$ cat src/hdl/gbr_pkg.sv
// ---------------------------------------------------------------------------
// gbr_pkg
// Types, register indexes and the tap weight function shared by the blur.
// ---------------------------------------------------------------------------
package gbr_pkg;

   localparam int PIX_W  = 8;
   localparam int WT_W   = 33;   // product of two Q0.16 weights, center is 1.0
   localparam int PRD_W  = 41;   // weight times one channel
   localparam int ACC_W  = 46;   // up to 49 taps
   localparam int SCL_W  = 64;   // sum times reciprocal, Q.48
   localparam int IDX_W  = 3;
   localparam int DAT_W  = 17;

   localparam logic [IDX_W-1:0] REG_RADIUS = 3'd0;
   localparam logic [IDX_W-1:0] REG_W1     = 3'd1;
   localparam logic [IDX_W-1:0] REG_W2     = 3'd2;
   localparam logic [IDX_W-1:0] REG_W3     = 3'd3;
   localparam logic [IDX_W-1:0] REG_INV    = 3'd4;
   localparam logic [IDX_W-1:0] REG_WIDTH  = 3'd5;
   localparam logic [IDX_W-1:0] REG_HEIGHT = 3'd6;

   typedef struct packed {
      logic [1:0]  radius;
      logic [15:0] weight_one;
      logic [15:0] weight_two;
      logic [15:0] weight_three;
      logic [16:0] inv_sum;
      logic [10:0] width;
      logic [10:0] height;
      logic        restart;
   } cfg_type;

   typedef struct packed {
      logic accept;
      logic tap_start;
      logic tap_issue;
      logic scale_step;
      logic load_out;
   } cmd_type;

   typedef struct packed {
      logic emit;
      logic tap_last;
      logic pipe_empty;
      logic scale_last;
      logic out_free;
   } sts_type;

   function automatic logic [16:0] tap_weight(input logic [2:0] d,
                                              input logic [15:0] w1,
                                              input logic [15:0] w2,
                                              input logic [15:0] w3);
      logic [16:0] r;
      case (d)
         3'd0: r = 17'h10000;
         3'd1: r = {1'b0, w1};
         3'd2: r = {1'b0, w2};
         default: r = {1'b0, w3};
      endcase
      return r;
   endfunction

endpackage

$ cat src/hdl/gbr_ctrl.sv
// ---------------------------------------------------------------------------
// gbr_ctrl
// Sequencer: accept, tap sweep, pipeline drain, scaling, result hand-off.
// ---------------------------------------------------------------------------
module gbr_ctrl
   import gbr_pkg::*;
(
   input  logic    clock,
   input  logic    reset,
   input  logic    req_valid,
   output logic    req_ready,
   input  logic    csr_valid,
   input  logic    csr_fire,
   input  sts_type sts,
   output cmd_type cmd
);

   localparam logic [2:0] S_IDLE  = 3'd0;
   localparam logic [2:0] S_TAP   = 3'd1;
   localparam logic [2:0] S_WAIT  = 3'd2;
   localparam logic [2:0] S_SCALE = 3'd3;
   localparam logic [2:0] S_ROUND = 3'd4;
   localparam logic [2:0] S_OUT   = 3'd5;

   logic [2:0] state_ff, state_in;
   logic       settle_ff;

   assign req_ready = (state_ff == S_IDLE) && !csr_valid && !settle_ff;

   always_comb begin
      state_in = state_ff;
      cmd      = '0;
      case (state_ff)
         S_IDLE: begin
            if (req_valid && req_ready) begin
               cmd.accept = 1'b1;
               if (sts.emit) begin
                  cmd.tap_start = 1'b1;
                  state_in      = S_TAP;
               end
            end
         end
         S_TAP: begin
            cmd.tap_issue = 1'b1;
            if (sts.tap_last) state_in = S_WAIT;
         end
         S_WAIT: begin
            if (sts.pipe_empty) state_in = S_SCALE;
         end
         S_SCALE: begin
            cmd.scale_step = 1'b1;
            if (sts.scale_last) state_in = S_ROUND;
         end
         S_ROUND: state_in = S_OUT;
         S_OUT: begin
            if (sts.out_free) begin
               cmd.load_out = 1'b1;
               state_in     = S_IDLE;
            end
         end
         default: state_in = S_IDLE;
      endcase
   end

   always_ff @(posedge clock) begin
      if (reset) begin
         state_ff  <= S_IDLE;
         settle_ff <= 1'b0;
      end else begin
         state_ff  <= state_in;
         // hold off items after a csr write so frame totals track the new registers
         settle_ff <= csr_fire;
      end
   end

endmodule

$ cat config.mk
export PLATFORM = sky130hd
export DESIGN_NAME = gbr_ctrl
export DESIGN_NICKNAME = d
export VERILOG_FILES = /design/src/hdl/gbr_pkg.sv /design/src/hdl/gbr_ctrl.sv
export SDC_FILE = /design/constraint.sdc
export NUM_CORES = 1
export LEC_CHECK = 0
export ABC_AREA = 1
export BUFFER_PORTS_ARGS = -buffer_cell sky130_fd_sc_hd__buf_2
export CAP_MARGIN = 30
export CORE_AREA = 2 2 39 41
export DETAILED_ROUTE_END_ITERATION = 8
export DIE_AREA = 0 0 41 43
export GPL_TIMING_DRIVEN = 0
export HOLD_SLACK_MARGIN = 0.1
export PLACE_DENSITY_LB_ADDON = 0.25
export SYNTH_ARGS = -nofsm -noshare
export SYNTH_HDL_FRONTEND = slang
export SYNTH_SLANG_ARGS = --single-unit
$ cat constraint.sdc
create_clock -name clock -period 1.9 [get_ports clock]
set_input_delay 0.095 -clock clock [delete_from_list [all_inputs] [get_ports clock]]
set_output_delay 0.095 -clock clock [all_outputs]
set_load 0.005 [all_outputs]
==> run_results.csv, run 1 <==
group,metric,value,unit
yosys,synth.avg_cell_area,6.57,sq um
sta,final_hold_viol_count,0,
sta,setup_viol,0,
detailed_routing,wl_per_cell,7.87,um
floorplanning,core,1380,sq um
place,dp.cells,82,
setup_path,crit_path_end_kind,"output pin",
clocking,cts_max_level,1,
place,dpl.hpwl,550,um
cells_and_area,nets,83,
sta,setup_tns,0,ns
grt,grt_max_degree,8,
grt,antenna_found_initial,0,
clocking,clock_path_buffers,2,
setup_path,rr_worst_depth,7,
setup_path,worst_setup_path_start_kind,"flop",
power,power-per-cell-area,1080,nW/um^2
sta,worst_slack,0.521,ns
cells_and_area,drive_above_1_share,0.465,
yosys,synth_area,335,sq um
setup_path,crit_type,"reg2out",
grt,grt_pass1_vias,316,
power,leakage,0.253,nW
grt,overflow,0,
setup_path,reg2reg_slack,0.70,ns
place,io_buffers,15,
detailed_routing,postRouteAntennaNets,0,
yosys,yosysUniqueCellTypes,17,
yosys,synth_xor_area_frac,0,
cells_and_area,final_common_cell,"buf_2",
floorplanning,die_h,43,um
cells_and_area,fin_cells,87,
worst_hold_path,hold_path_class,"in2reg",
sta,slew_viol_final,0,
cells_and_area,final_cell_mix,"buf_2 (15), inv_1 (9), nor2_1 (8)",
detailed_routing,viasPerCell,4.24,
setup_path,r2r_start,"state_ff[1]",
setup_path,endpoint,"cmd[3]",
yosys,synth_top_family_by_area,"simple AND/OR/NAND/NOR gates",
floorplanning,start_util,0.242,
detailed_routing,wl,685,um
sta,slew_headroom,0.827,
setup_path,path_max_fanout,7,
floorplanning,die_w,41,um
yosys,yosysWarningCount,0,
setup_path,worstPathRequired,1.80,ns
sta,tightestPinTransition,0.259,ns
place,gp_congestion,0.692,
grt,grt_pass1_wl,1110,um
clocking,cts_sinks,4,
clocking,cts_made_buffers,3,
sta,rsz0062_at_grt,"no",
clocking,hold_buffers,2,
detailed_routing,drc,0,
place,post-place-ws,0.704,ns
setup_path,cp.arrival,1.28,ns
yosys,synth_simple_gate_area_frac,0.534,
sta,worst_clock_skew,0.000644,ns
cells_and_area,antenna_cells,0,
setup_path,timing.rr.end,"state_ff[1]",
setup_path,startpoint,"state_ff[0]",
detailed_routing,drtIter0Drc,4,
sta,min_period,1.38,ns
clocking,root_buffer,"clkbuf_4",
yosys,ys_ff_latch,4,
clocking,cts_resized,0,
sta,fmax,725,MHz
run,maxCapViolations,0,
yosys,synth_cells,51,
yosys,syn-num-nets,61,
detailed_routing,first_pass_iters,2,
yosys,synth_compound_area_frac,0.104,
floorplanning,rows,14,
worst_hold_path,hold_depth,4,
grt,track_usage,0.0985,
yosys,synthAdderAreaFrac,0,
power,vdd_drop_max,338,uV
sta,finalCritPeriodShare,0.726,
yosys,seq_area_frac_synth,0.239,
detailed_routing,vias,369,
clocking,cts_tree,"built",
clocking,clk_latency,0.23,ns
floorplanning,ios,16,
yosys,yosys-mux-area-fraction,0,
cells_and_area,syn2layout_area_growth,41.0,%
clocking,post_cts_buffers,0,
floorplanning,die_area,1760,sq um
clocking,cts.clk_slew.worst_paths,0.04,ns
run_status,outcome,"finished clean",
-- logic make-up (layout without fill, tap and decap cells) --
| family | after synthesis | count (layout) |
|---|---|---|
| buffers and inverters | 11 | 31 |
| and+or+nand+nor | 31 | 31 |
| AOI/OAI and AO/OA | 5 | 5 |
| DFF | 4 | 4 |
-- stage by stage --
stage               hold WS (ns)  power [W]  utilization  cell area [sq um]
global route               0.228   0.000567        0.342                473
global placement           0.295   0.000413        0.311                430
floorplan                  0.157   0.000347            -                335
detailed placement         0.299   0.000410        0.311                430
finish                     0.228   0.000511        0.342                473
CTS                        0.209   0.000525        0.342                473
-- critical path, stage by stage (launching register included) --
cell and delay (ns):
dfxtp_1 0.37, nor2_2 0.18, nand2_2 0.10, nor3_2 0.13, nand2_1 0.09, nor2_1 0.08, buf_2 0.11
-- area by class of cell --
type	count	area [sq um]
clock buffers	3	22.5
fillers	156	911
inverters	11	41.3
multi-input cells	36	214
flip-flops and latches	4	80.1
well taps	16	20.0
repair buffers	17	95.1
-- registers in the layout (all words and copies together), names as in the netlist --
name	cells
state_ff	3
settle_ff	1
-- cell usage after synthesis --
master / n / area share
a21oi_2: 2 / 0.052
o21bai_1: 1 / 0.022
nand3_1: 3 / 0.045
nand2_1: 5 / 0.056
nor3_2: 1 / 0.030
nor4_1: 1 / 0.019
nand3_2: 1 / 0.030
nor2_2: 2 / 0.037
inv_2: 2 / 0.022
nand2_2: 4 / 0.075
nand4_1: 2 / 0.037
a21oi_1: 2 / 0.030
inv_1: 9 / 0.10
nor2_4: 3 / 0.10
nor2_1: 8 / 0.090
dfxtp_1: 4 / 0.24
nor3_1: 1 / 0.015
-- worst min path at each step --
stage | endpoint | start
2_1_floorplan | state_ff[2] | reset
3_3_place_gp | settle_ff | csr_fire
3_5_place_dp | state_ff[2] | reset
4_1_cts | state_ff[2] | sts[0]
5_1_grt | state_ff[2] | sts[0]
6_report | state_ff[2] | sts[0]
-- layer usage --
| metal | vias to the layer above | global-route usage | part of all wire |
|---|---|---|---|
| li1 | 201 | - | - |
| met1 | 162 | 0.0903 | 0.39 |
| met2 | 4 | 0.144 | 0.55 |
| met3 | 2 | 0.0471 | 0.041 |
| met4 | 0 | 0.100 | 0.016 |
| met5 | - | 0 | 0 |
-- power breakdown --
group	switching (W)	internal, W
Clock	0.0000322	0.0000705
Sequential	0.0000358	0.000104
Combinational	0.000158	0.000111
Total	0.000226	0.000285
No activity file was read; power rests on OpenSTA's default activity.
==> inputs of run 2 (changes only) <==
- clock period: 1.9 -> 1.2 ns (I/O delays scaled with it)
==> run 2 against run 1 <==
The run now ends with setup timing left. Sequential share of layout area fell by 3.2 points. Final cell count increased by 15%. Non-clock buffer count grew 13. Wire length is 50% higher. First-iteration DRC count rose by 75%. Clock power increased by 59%.
==> run_results.csv, run 2 (synthesis gave the netlist of run 1 again) <==
group,metric,value,unit
cells_and_area,final_cell_mix,"buf_2 (14), inv_1 (9), buf_4 (9)",
setup_path,cp_top_family,"simple AND/OR/NAND/NOR gates",
detailed_routing,first_pass_iters,4,
clocking,clk_latency,0.23,ns
detailed_routing,wl,1030,um
floorplanning,die_area,1760,sq um
sta,setup_tns,-0.0363,ns
setup_path,critical-path-max-stage-delay,0.34,ns
cells_and_area,nets,96,
cells_and_area,largest-register,"state_ff",
setup_path,worst_setup_path_start_kind,"flop",
setup_path,worstPathRequired,1.14,ns
sta,fmax,809,MHz
sta,worst_clock_skew,0.00146,ns
cells_and_area,final_core_util,0.479,
clocking,cts_max_level,1,
setup_path,path_max_fanout,2,
floorplanning,die_h,43,um
sta,worst_slack,-0.0363,ns
worst_hold_path,hold_path_class,"in2reg",
setup_path,crit_buf_inv,1,
grt,grt_pass1_wl,1460,um
clocking,clock_path_buffers,2,
grt,antenna_found_initial,0,
floorplanning,rows,14,
sta,setup_viol,1,
worst_hold_path,whs_endpoint,"state_ff[2]",
cells_and_area,largest_reg_flops,3,
detailed_routing,wl_per_cell,10.3,um
detailed_routing,drtIter0Drc,7,
detailed_routing,drc,0,
cells_and_area,fin_cells,100,
worst_hold_path,min_from,"sts[0]",
power,swShare,0.422,
cells_and_area,syn2layout_area_growth,97.8,%
clocking,root_buffer,"clkbuf_4",
clocking,cts_tree,"built",
clocking,cts.clk_slew.worst_paths,0.04,ns
sta,min_period,1.24,ns
detailed_routing,vias,441,
sta,tightestPinTransition,0.203,ns
cells_and_area,reg_top3,"state_ff x3, settle_ff x1",
sta,final_hold_viol_count,0,
setup_path,timing.rr.end,"state_ff[0]",
place,dp.cells,82,
run,maxCapViolations,0,
run_status,outcome,"finished, violations left",
detailed_routing,viasPerCell,4.41,
grt,grt_pass1_vias,377,
power,combPwrFrac,0.688,
floorplanning,start_util,0.242,
setup_path,crit_type,"reg2out",
cells_and_area,drive_above_1_share,0.679,
setup_path,reg2reg_slack,0.01,ns
setup_path,cpMostUsedCell,"nand2_2",
worst_hold_path,hold_depth,5,
power,power-per-cell-area,1830,nW/um^2
power,internal_power,0.000704,W
power,leakage,0.332,nW
detailed_routing,postRouteAntennaNets,0,
sta,slew_headroom,0.864,
run_status,violations,"setup timing",
place,gp_congestion,0.692,
power,p_sw,0.000513,W
sta,rsz0062_at_grt,"yes",
cells_and_area,antenna_cells,0,
sta,finalCritPeriodShare,1.03,
grt,track_usage,0.128,
power,power_frac_clock,0.135,
power,vdd_drop_max,623,uV
clocking,cts_sinks,4,
setup_path,cpMaxStageDelayCell,"dfxtp_4",
place,io_buffers,15,
power,seqPwrFrac,0.176,
setup_path,r2r_start,"state_ff[1]",
floorplanning,ios,16,
floorplanning,core,1380,sq um
grt,overflow,0,
clocking,cts_made_buffers,3,
grt,grt_max_degree,7,
setup_path,cp.arrival,1.18,ns
floorplanning,die_w,41,um
setup_path,crit_path_end_kind,"output pin",
place,post-place-ws,0.00396,ns
setup_path,rr_worst_depth,8,
place,dpl.hpwl,550,um
setup_path,cp_cell_sequence,"nor2_4, nand2_2, nor3_4, nand2_2, nor2_2, buf_2",
sta,slew_viol_final,0,
cells_and_area,final_common_cell,"buf_2",
## run 2: cell types whose count changed in the layout (fill, tap and decap cells not counted), sizes merged
cell / delta
buf: +13
## run 2: how the worst max path moves through the flow
stage	slack, ns	depth (start not counted)	endpoint	from
finish	-0.04	6	cmd[3]	state_ff[0]
global route	-0.14	6	cmd[3]	state_ff[0]
CTS	-0.1	6	cmd[3]	state_ff[1]
detailed placement	0.004	7	state_ff[1]	state_ff[1]
global placement	-0.01	7	state_ff[0]	state_ff[1]
floorplan	0.10	6	state_ff[0]	state_ff[0]
## run 2: power groups by stage
stage | sequential (W) | combinational (W) | clock [W]
floorplan | 0.000212 | 0.000337 | 0
global placement | 0.000225 | 0.000429 | 0
detailed placement | 0.000224 | 0.000425 | 0
CTS | 0.000208 | 0.000627 | 0.000177
global route | 0.000217 | 0.000900 | 0.000182
finish | 0.000215 | 0.000837 | 0.000164
## run 2: final cells by class
type / instances / area (sq um)
fill: 124 / 721
tap: 16 / 20.0
timing repair buffer: 30 / 214
inverter: 11 / 46.3
multi-input combinational: 36 / 269
sequential: 4 / 91.3
clock buffer: 3 / 22.5
## run 2: metal layers
layer / global-route usage / vias to the layer above / wire [um]
met2: 0.197 / 4 / 586
met4: 0.100 / 0 / 11
li1: - / 226 / -
met1: 0.129 / 209 / 400
met3: 0.0471 / 2 / 28
met5: 0 / - / 0
## run 2: per-stage QoR
step | hold WS (ns) | total power [W] | area (sq um)
6_report | 0.283 | 0.00122 | 663
5_1_grt | 0.290 | 0.00130 | 663
4_1_cts | 0.165 | 0.00101 | 553
3_5_place_dp | 0.264 | 0.000648 | 430
3_3_place_gp | 0.260 | 0.000653 | 430
2_1_floorplan | 0.122 | 0.000549 | 335
## run 2: tightest hold or removal path, delay by kind of cell
family | cells | cell delay [ns]
compound gates | 1 | 0.04
simple gates | 1 | 0.12
buf+inv | 3 | 0.25
## run 2: repair_timing
action / in CTS / in global routing
setup endpoints to repair: 5 / 7
hold buffers: 2 / 0
pin swaps: 4 / 8
setup buffers: 8 / 5
endpoints found under the hold margin: 2 / 0
resized for setup: 8 / 17
