$ cat src/hdl/gbr_pkg.sv
// ---------------------------------------------------------------------------
// gbr_pkg
// Types, register indexes and the tap weight function shared by the blur.
// ---------------------------------------------------------------------------
package gbr_pkg;

   localparam int PIX_W  = 8;
   localparam int WT_W   = 33;   // product of two Q0.16 weights, center is 1.0
   localparam int PRD_W  = 41;   // weight times one channel
   localparam int ACC_W  = 46;   // up to 49 taps
   localparam int SCL_W  = 64;   // sum times reciprocal, Q.48
   localparam int IDX_W  = 3;
   localparam int DAT_W  = 17;

   localparam logic [IDX_W-1:0] REG_RADIUS = 3'd0;
   localparam logic [IDX_W-1:0] REG_W1     = 3'd1;
   localparam logic [IDX_W-1:0] REG_W2     = 3'd2;
   localparam logic [IDX_W-1:0] REG_W3     = 3'd3;
   localparam logic [IDX_W-1:0] REG_INV    = 3'd4;
   localparam logic [IDX_W-1:0] REG_WIDTH  = 3'd5;
   localparam logic [IDX_W-1:0] REG_HEIGHT = 3'd6;

   typedef struct packed {
      logic [1:0]  radius;
      logic [15:0] weight_one;
      logic [15:0] weight_two;
      logic [15:0] weight_three;
      logic [16:0] inv_sum;
      logic [10:0] width;
      logic [10:0] height;
      logic        restart;
   } cfg_type;

   typedef struct packed {
      logic accept;
      logic tap_start;
      logic tap_issue;
      logic scale_step;
      logic load_out;
   } cmd_type;

   typedef struct packed {
      logic emit;
      logic tap_last;
      logic pipe_empty;
      logic scale_last;
      logic out_free;
   } sts_type;

   function automatic logic [16:0] tap_weight(input logic [2:0] d,
                                              input logic [15:0] w1,
                                              input logic [15:0] w2,
                                              input logic [15:0] w3);
      logic [16:0] r;
      case (d)
         3'd0: r = 17'h10000;
         3'd1: r = {1'b0, w1};
         3'd2: r = {1'b0, w2};
         default: r = {1'b0, w3};
      endcase
      return r;
   endfunction

endpackage

$ cat src/hdl/gbr_regs.sv
// ---------------------------------------------------------------------------
// gbr_regs
// Configuration registers; a write of geometry restarts the frame.
// ---------------------------------------------------------------------------
module gbr_regs
   import gbr_pkg::*;
(
   input  logic             clock,
   input  logic             reset,
   input  logic             csr_fire,
   input  logic [IDX_W-1:0] csr_index,
   input  logic [DAT_W-1:0] csr_data,
   output cfg_type          cfg
);

   cfg_type cfg_ff, cfg_in;

   always_comb begin
      cfg_in = cfg_ff;
      cfg_in.restart = 1'b0;
      if (csr_fire) begin
         case (csr_index)
            REG_RADIUS: begin
               cfg_in.radius  = csr_data[1:0];
               cfg_in.restart = 1'b1;
            end
            REG_W1:  cfg_in.weight_one   = csr_data[15:0];
            REG_W2:  cfg_in.weight_two   = csr_data[15:0];
            REG_W3:  cfg_in.weight_three = csr_data[15:0];
            REG_INV: cfg_in.inv_sum      = csr_data;
            REG_WIDTH: begin
               cfg_in.width   = csr_data[10:0];
               cfg_in.restart = 1'b1;
            end
            REG_HEIGHT: begin
               cfg_in.height  = csr_data[10:0];
               cfg_in.restart = 1'b1;
            end
            default: ;
         endcase
      end
   end

   always_ff @(posedge clock) begin
      if (reset) begin
         cfg_ff.radius       <= 2'd1;
         cfg_ff.weight_one   <= 16'd64238;
         cfg_ff.weight_two   <= 16'd60498;
         cfg_ff.weight_three <= 16'd54744;
         cfg_ff.inv_sum      <= 17'd7478;
         cfg_ff.width        <= 11'd640;
         cfg_ff.height       <= 11'd480;
         cfg_ff.restart      <= 1'b0;
      end else begin
         cfg_ff <= cfg_in;
      end
   end

   assign cfg = cfg_ff;

endmodule

$ cat config.mk
export PLATFORM = sky130hd
export DESIGN_NAME = gbr_regs
export DESIGN_NICKNAME = d
export VERILOG_FILES = /design/src/hdl/gbr_pkg.sv /design/src/hdl/gbr_regs.sv
export SDC_FILE = /design/constraint.sdc
export NUM_CORES = 1
export LEC_CHECK = 0
export ABC_AREA = 0
export BUFFER_PORTS_ARGS = -buffer_cell sky130_fd_sc_hd__buf_2
export CORE_ASPECT_RATIO = 1.4
export CORE_UTILIZATION = 40
export DETAILED_ROUTE_END_ITERATION = 8
export GPL_TIMING_DRIVEN = 0
export PLACE_DENSITY = 0.67
export SYNTH_ARGS = -nofsm -noshare
export SYNTH_HDL_FRONTEND = slang
export SYNTH_SLANG_ARGS = --single-unit
$ cat constraint.sdc
create_clock -name clock -period 1.4 [get_ports clock]
set_clock_uncertainty 0.1 [all_clocks]
set_input_delay 0.28 -clock clock [delete_from_list [all_inputs] [get_ports clock]]
set_output_delay 0.28 -clock clock [all_outputs]
set_load 0.02 [all_outputs]
==> flow_summary.toml, run 1 <==
[outcome]
status = "finished clean"

[worst_setup_path]
critPathTopFamily = "flip-flops"
crit_fanout = 2
reg2reg_slack_ps = 650
slowest_delay_ps = 360
crit_path_end_kind = "output port"
crit_slowest_cell = "dfxtp_1"
path_cells = "buf_2"
critPathKind = "flip-flop to output port"
reg2reg_from = "cfg[70]$_SDFFE_PP1P_"
required_ps = 1020
crit_path_start_kind = "flip-flop"
arrival_ps = 880
worst-r2r-cell-count = 2
path_buf_inv = 1
regToRegEndpoint = "cfg[70]$_SDFFE_PP1P_"

[power]
p_leak_uw = 0.00222
max-vdd-ir-drop_v = 0.000680
power_density_nw_per_um2 = 1220

[routing]
ant_nets = 0
via_count = 2803
drtIter0Drc = 116
vias_per_cell = 4.88
wl_per_cell_um = 17.0
routed_wl_um = 9760
first_pass_iters = 4
route.detailed.drc = 0

[global_routing]
grt.overflow.total = 0
first_global_vias = 2820
grt_usage = 0.221
grt_max_degree = 14
grt_antenna_before_repair = 0
grt_pass1_wl_um = 14700

[synthesis]
yosysTopAreaCellShare = 0.501
synth.cell_area_um2 = 3590
synth_area_per_cell_um2 = 10.5
synth_seq_cells = 90
synthesis.yosys.warnings = 0
synth_area_leaders = "dfxtp_1, mux2i_1, nand2b_1"
synth_largest_area_cell = "dfxtp_1"
synth_nets = 366
synth_cell_types = 18
syn_inst = 343
ys_seq_area_frac = 0.501

[floorplanning]
fp-row-count = 40
coreArea_um2 = 8660
io_pins = 113
die_h_um = 114
dieArea_um2 = 9370
die_w_um = 82.1
start_util = 0.415

[placed_design]
port_buffers = 111
place_congestion = 0.756
hpwl_um = 7050
dp_worst_setup_slack_ps = -217

[clock_network]
clk_latency_ps = 340
cts_resized = 0
clk_path_buf_depth = 2
root_buffer = "clkbuf_16"
cts.clk_slew.worst_paths_ps = 60
cts_tree = "yes"
cts.sinks = 90
cts_setup_buffers = 0
htreeDepth = 3
postCtsHoldBufs = 0
cts_buffers = 9

[sta]
timing.final.crit_share = 0.902
slew_violations = 0
fmax_mhz = 792
tightest_slew_ps = 538
max-slew-margin-rel = 0.642
period_minus_slack_ps = 1260
hold_viol = 0
setup_viol = 0
final.setup.worst_slack_ps = 138
whs_ps = 94.7
setup-tns-final_ps = 0
rsz0062_at_grt = "no"

[min_path]
hold_path_depth = 3
hold_path_class = "primary input to flip-flop"
min_to = "cfg[39]$_SDFFE_PP0P_"
min_from = "csr_data[16]"

[layout]
final_util = 0.530
num-fill-cells = 828
layout_commonest_cell = "buf_2"
final_cell_mix = "buf_2, dfxtp_1, mux2i_1"
antenna_cells = 0
nets = 488
synthToLayoutAreaGrowth_pct = 27.6
largest_register_ffs = 90
layout-drive-gt1-share = 0.318

[run]
maxCapViolations = 0
-- routing by layer --
metal	GRT usage	up-vias	part of all wire
met2	0.380	66	0.51
li1	-	1377	-
met1	0.263	1347	0.44
met3	0.0311	13	0.038
met4	0.105	0	0.021
met5	0	-	0
-- through the flow --
step | cells | power (µW) | area, µm²
finish | 574 | 5600 | 4590
detailed placement | 559 | 3190 | 4280
floorplan | 343 | 3010 | 3590
global placement | 559 | 3180 | 4280
CTS | 574 | 5630 | 4590
global route | 574 | 5760 | 4590
-- synth_stat cells --
cell type  number
nor2_1         60
nand4bb_1       2
nor4bb_1        1
xnor2_1         1
buf_2          18
clkbuf_1        6
o21ba_2         1
buf_4           2
a2111oi_0       1
dfxtp_1        90
buf_6           2
and4b_1         2
inv_1           1
and4bb_1        1
mux2i_1        89
nand2b_1       62
nand4b_1        3
nor4b_2         1
-- final cells by class --
class                   instances  area, µm²  area share
clock inverters                 2       35.0     0.00764
clock buffers                  13        270      0.0589
flip-flops and latches         90       1800       0.393
well taps                     105        131      0.0286
inverters                       1       3.75    0.000819
plain buffers                  28        150      0.0327
repair buffers                111        556       0.121
multi-input cells             224       1640       0.357
-- report_power, final --
part | internal (µW) | switching, µW | leakage, µW | total [µW]
Combinational | 186 | 295 | 0.00134 | 481
Sequential | 2620 | 30.5 | 0.000730 | 2650
Clock | 1520 | 947 | 0.000152 | 2460
-- cell families after synthesis --
kind of cell,count (synthesis),synth area share
buffers and inverters,29,0.0428
muxes,89,0.248
AOI/OAI and AO/OA,2,0.00522
and+or+nand+nor,132,0.200
DFF,90,0.501
xor gates and xnor gates,1,0.00244
-- how the worst max path moves through the flow --
stage,startpoint,end,slack [ps],depth (start not counted)
after detailed placement,csr_index[0],cfg[67]$_SDFFE_PP1P_,-220,6
final,cfg[44]$_SDFFE_PP1P_,cfg[44],140,1
after global routing,csr_index[0],cfg[67]$_SDFFE_PP1P_,70,6
after floorplan,csr_index[0],cfg[65]$_SDFFE_PP0P_,80,5
after global placement,csr_index[0],cfg[62]$_SDFFE_PP1P_,-180,6
after CTS,cfg[5]$_SDFFE_PP0P_,cfg[5],140,1
-- worst reg2reg max path: cells and delay by family (launching register included) --
| kind | cells | cell delay (ps) |
|---|---|---|
| simple gates | 1 | 130 |
| flops | 1 | 310 |
| mux | 1 | 90 |
Note: power is estimated with default switching activity, not from simulation.
==> run 2: changes to the inputs <==
--- a/config.mk
+++ b/config.mk
@@ -12,6 +12,7 @@
 export DETAILED_ROUTE_END_ITERATION = 8
 export GPL_TIMING_DRIVEN = 0
 export PLACE_DENSITY = 0.67
+export REMOVE_ABC_BUFFERS = 1
 export SYNTH_ARGS = -nofsm -noshare
 export SYNTH_HDL_FRONTEND = slang
 export SYNTH_SLANG_ARGS = --single-unit
==> run 2 against run 1 <==
Register-to-register slack better by 30 ps. Count of clock-buffer cells in the layout down 1. Cell count down 3.5%. Critical path type unchanged. Critical endpoint is now cfg[43]. Largest cell class unchanged.
==> flow_summary.toml, run 2 (same netlist as run 1, synthesis figures left out) <==
[placed_design]
postPlaceCellArea_um2 = 4180
place_inst = 534
port_buffers = 112
hpwl_um = 5380
place_congestion = 0.740

[clock_network]
cts.clk_slew.worst_paths_ps = 60
htreeDepth = 3
cts_tree = "yes"
clk_latency_ps = 330
root_buffer = "clkbuf_16"
postCtsHoldBufs = 0
cts_buffers = 9
clk_path_buf_depth = 2
cts.sinks = 90

[sta]
hold_viol = 0
max-slew-margin-rel = 0.618
setup-tns-final_ps = 0
timing.final.crit_share = 0.883
period_minus_slack_ps = 1240
setup_viol = 0
rsz0062_at_grt = "no"
fmax_mhz = 809
slew_violations = 0
tightest_slew_ps = 573

[layout]
antenna_cells = 0
layout-drive-gt1-share = 0.310
final_util = 0.528
nets = 467
num-fill-cells = 799
layout_commonest_cell = "buf_2"
synthToLayoutAreaGrowth_pct = 27.2
stdcell_area_um2 = 4570
largest_register_ffs = 90
stdcell_count = 554
final_cell_mix = "buf_2, dfxtp_1, mux2i_1"

[routing]
drtIter0Drc = 62
route.detailed.drc = 0
wl_per_cell_um = 14.3
ant_nets = 0
via_count = 2626
vias_per_cell = 4.74
first_pass_iters = 4
routed_wl_um = 7910

[worst_setup_path]
crit_fanout = 2
critPathKind = "flip-flop to output port"
regToRegEndpoint = "cfg[27]$_SDFFE_PP1P_"
crit_path_start_kind = "flip-flop"
crit_path_end_kind = "output port"
reg2reg_slack_ps = 680
crit_slowest_cell = "dfxtp_1"
path_cells = "buf_2"
reg2reg_from = "cfg[27]$_SDFFE_PP1P_"
worst-r2r-cell-count = 2
path_buf_inv = 1
setup.worst_path.start = "cfg[43]$_SDFFE_PP1P_"
arrival_ps = 860
slowest_delay_ps = 350
required_ps = 1020
critPathTopFamily = "flip-flops"

[outcome]
status = "finished clean"

[floorplanning]
die_w_um = 82.1
start_util = 0.415
coreArea_um2 = 8660
dieArea_um2 = 9370
die_h_um = 114
fp-row-count = 40
io_pins = 113

[min_path]
hold_path_class = "primary input to flip-flop"
min_from = "csr_data[16]"
min_to = "cfg[39]$_SDFFE_PP0P_"
hold_path_depth = 3

[run]
maxCapViolations = 0

[power]
p_leak_uw = 0.00218
power_density_nw_per_um2 = 1250
total_power_uw = 5700
max-vdd-ir-drop_v = 0.000639

[global_routing]
grt_usage = 0.178
grt_pass1_wl_um = 12300
grt_max_degree = 68
first_global_vias = 2448
grt.overflow.total = 0
grt_antenna_before_repair = 0
run 2: changes by cell type in the layout (fill, tap and decap cells not counted), moves of 2 or more:
cell | before | now
buf_2 | 129 | 111
clkbuf_1 | 7 | 1
buf_4 | 2 | 5
nand4bb_1 | 2 | 0
nand4bb_4 | 0 | 2
run 2: per-stage QoR:
step	hold WS (ps)	worst slack, ps
2_1_floorplan	263	-263
3_3_place_gp	356	-985
3_5_place_dp	360	-654
4_1_cts	108	41.1
5_1_grt	115	97.2
6_report	114	164
run 2: layout make-up:
| cell class | count | area [µm²] | share of cell area |
|---|---|---|---|
| multi-input combinational | 224 | 1680 | 0.368 |
| clock buffer | 12 | 256 | 0.0561 |
| tap | 105 | 131 | 0.0287 |
| timing repair buffer | 118 | 624 | 0.137 |
| sequential | 90 | 1800 | 0.394 |
| inverter | 1 | 3.75 | 0.000821 |
| clock inverter | 4 | 73.8 | 0.0161 |
run 2: how the worst max path moves through the flow:
stage                            to  slack [ps]  depth (start not counted)
6_report                    cfg[43]         160                          1
5_1_grt        cfg[41]$_SDFFE_PP0P_         100                          3
4_1_cts        cfg[14]$_SDFFE_PP0P_          40                          3
3_5_place_dp   cfg[69]$_SDFFE_PP1P_        -650                          3
3_3_place_gp   cfg[73]$_SDFFE_PP1P_        -980                          3
2_1_floorplan  cfg[25]$_SDFFE_PP1P_        -260                          2
run 2: what timing repair did:
item | CTS | global route
resized for setup | 3 | 3
endpoints found under the setup margin | 54 | 18
setup buffers | 2 | 2
pin swaps | 0 | 1
run 2: layer usage:
layer	routed length (µm)	track usage	share of wire
met1	3560	0.215	0.45
met2	3810	0.287	0.48
met3	391	0.0542	0.049
met4	143	0.0784	0.018
met5	0	0	0
run 2: power by group:
group	leakage, µW	internal, µW	switching [µW]
Combinational	0.00129	183	266
Clock	0.000163	1660	944
Sequential	0.000730	2620	28.1
run 2: worst reg2reg max path, stage by stage, from the launching register on:
cell and delay, ps:
dfxtp_1 310, nor2_1 110, mux2i_1 80
==> run 3: changes to the inputs <==
--- a/config.mk
+++ b/config.mk
@@ -10,7 +10,6 @@
 export CORE_ASPECT_RATIO = 1.4
 export CORE_UTILIZATION = 40
 export DETAILED_ROUTE_END_ITERATION = 8
-export GPL_TIMING_DRIVEN = 0
 export PLACE_DENSITY = 0.67
 export REMOVE_ABC_BUFFERS = 1
 export SYNTH_ARGS = -nofsm -noshare
==> constraint.sdc (replaced) <==
create_clock -name clock -period 1.6 [get_ports clock]
set_clock_uncertainty 0.1 [all_clocks]
set_input_delay 0.32 -clock clock [delete_from_list [all_inputs] [get_ports clock]]
set_output_delay 0.32 -clock clock [all_outputs]
set_load 0.02 [all_outputs]
==> run 3 against run 2 <==
Sequential cell count did not move. Sequential power fell by 12%. Sequential share of layout area fell by 0.14 points. Critical path depth did not move. Non-clock buffer count rose by 12. Core utilization rose by 0.19 points. Largest cell class unchanged.
==> flow_summary.toml, run 3 (same netlist as run 1, synthesis figures left out) <==
[sta]
max-slew-margin-rel = 0.730
rsz0062_at_grt = "no"
slew_violations = 0
whs_ps = 154
setup_viol = 0
timing.final.crit_share = 0.814
final.setup.worst_slack_ps = 298
period_minus_slack_ps = 1300
tightest_slew_ps = 404
setup-tns-final_ps = 0
fmax_mhz = 768
hold_viol = 0

[worst_setup_path]
path_buf_inv = 1
arrival_ps = 880
required_ps = 1180
crit_fanout = 2
crit_slowest_cell = "dfxtp_1"
crit_path_start_kind = "flip-flop"
critPathKind = "flip-flop to output port"
critPathTopFamily = "flip-flops"
slowest_delay_ps = 370
path_cells = "buf_2"
crit_path_end_kind = "output port"

[floorplanning]
dieArea_um2 = 9370
coreArea_um2 = 8660
die_w_um = 82.1
start_util = 0.415
fp-row-count = 40
io_pins = 113
die_h_um = 114

[routing]
drtIter0Drc = 95
first_pass_iters = 4
vias_per_cell = 4.82
routed_wl_um = 8270
wl_per_cell_um = 14.6
route.detailed.drc = 0
via_count = 2726
ant_nets = 0

[clock_network]
cts_buffers = 9
cts_tree = "yes"
cts.sinks = 90
postCtsHoldBufs = 0
htreeDepth = 3
root_buffer = "clkbuf_16"
cts.clk_slew.worst_paths_ps = 60
clk_latency_ps = 330
cts_resized = 0
cts_setup_buffers = 0
clk_path_buf_depth = 2

[layout]
largest_register_ffs = 90
stdcell_area_um2 = 4590
synthToLayoutAreaGrowth_pct = 27.7
layout_commonest_cell = "buf_2"
antenna_cells = 0
nets = 479
final_cell_mix = "buf_2, dfxtp_1, mux2i_1"
layout-drive-gt1-share = 0.320
num-fill-cells = 826

[placed_design]
place_congestion = 0.767
port_buffers = 112
dp_worst_setup_slack_ps = 156
hpwl_um = 6030
postPlaceCellArea_um2 = 4320

[outcome]
status = "finished clean"

[power]
combPwrFrac = 0.088
p_leak_uw = 0.00221
p_clk_frac = 0.414
sw_frac_of_total = 0.230
max-vdd-ir-drop_v = 0.000723
power_density_nw_per_um2 = 1010
internal_power_uw = 3580
seqPwrFrac = 0.498
netSwitchingPower_uw = 1070

[global_routing]
grt_antenna_before_repair = 0
grt_max_degree = 40
grt_usage = 0.188
grt_pass1_wl_um = 12900
first_global_vias = 2632
grt.overflow.total = 0

[run]
maxCapViolations = 0

[min_path]
hold_path_class = "primary input to flip-flop"
## run 3: cell count changes in the layout (fill, tap and decap cells not counted), moves of 2 or more
cell / delta
buf_4: +11
bufinv_16: -2
buf_12: +2
clkinv_2: +2
nand4bb_1: +2
nand4bb_4: -2
## run 3: power groups by stage
stage               Clock (µW)  Sequential, µW  Combinational [µW]
floorplan                    0            2430                 150
global placement             0            2370                 408
detailed placement           0            2370                 414
CTS                       1980            2320                 415
global route              2090            2320                 443
finish                    1930            2320                 409
## run 3: worst paths after layout
kind	start	endpoint	slack [ps]	cells past startpoint
setup / recovery	cfg[25]$_SDFFE_PP1P_	cfg[25]	300	1
hold / removal	csr_data[11]	cfg[51]$_SDFFE_PP0P_	150	3
setup reg to reg	cfg[25]$_SDFFE_PP1P_	cfg[25]$_SDFFE_PP1P_	870	2
hold reg to reg	cfg[10]$_SDFFE_PP0P_	cfg[10]$_SDFFE_PP0P_	370	2
## run 3: tightest hold or removal path: stages
cell and delay, ps:
buf_2 100, nand2b_1 60, mux2i_1 60
## run 3: layout make-up
type,instances,area (µm²),area share
Clock buffer,12,256,0.0559
Clock inverter,3,15.0,0.00327
Inverter,1,3.75,0.000818
Multi-Input combinational cell,224,1640,0.358
Sequential cell,90,1800,0.393
Tap cell,105,131,0.0286
Timing Repair Buffer,130,736,0.160
## run 3: layer usage
metal	global-route usage	share of wire	wire, µm	vias to the layer above
li1	-	-	-	1355
met1	0.210	0.42	3480	1282
met2	0.317	0.50	4160	77
met3	0.0550	0.054	450	12
met4	0.0959	0.022	181	0
met5	0	0	0	-
## run 3: stage by stage
step / utilization / power (µW) / cells
6_report: 0.530 / 4650 / 565
5_1_grt: 0.530 / 4850 / 565
4_1_cts: 0.530 / 4710 / 565
3_5_place_dp: 0.499 / 2780 / 550
3_3_place_gp: 0.499 / 2770 / 550
2_1_floorplan: - / 2580 / 315
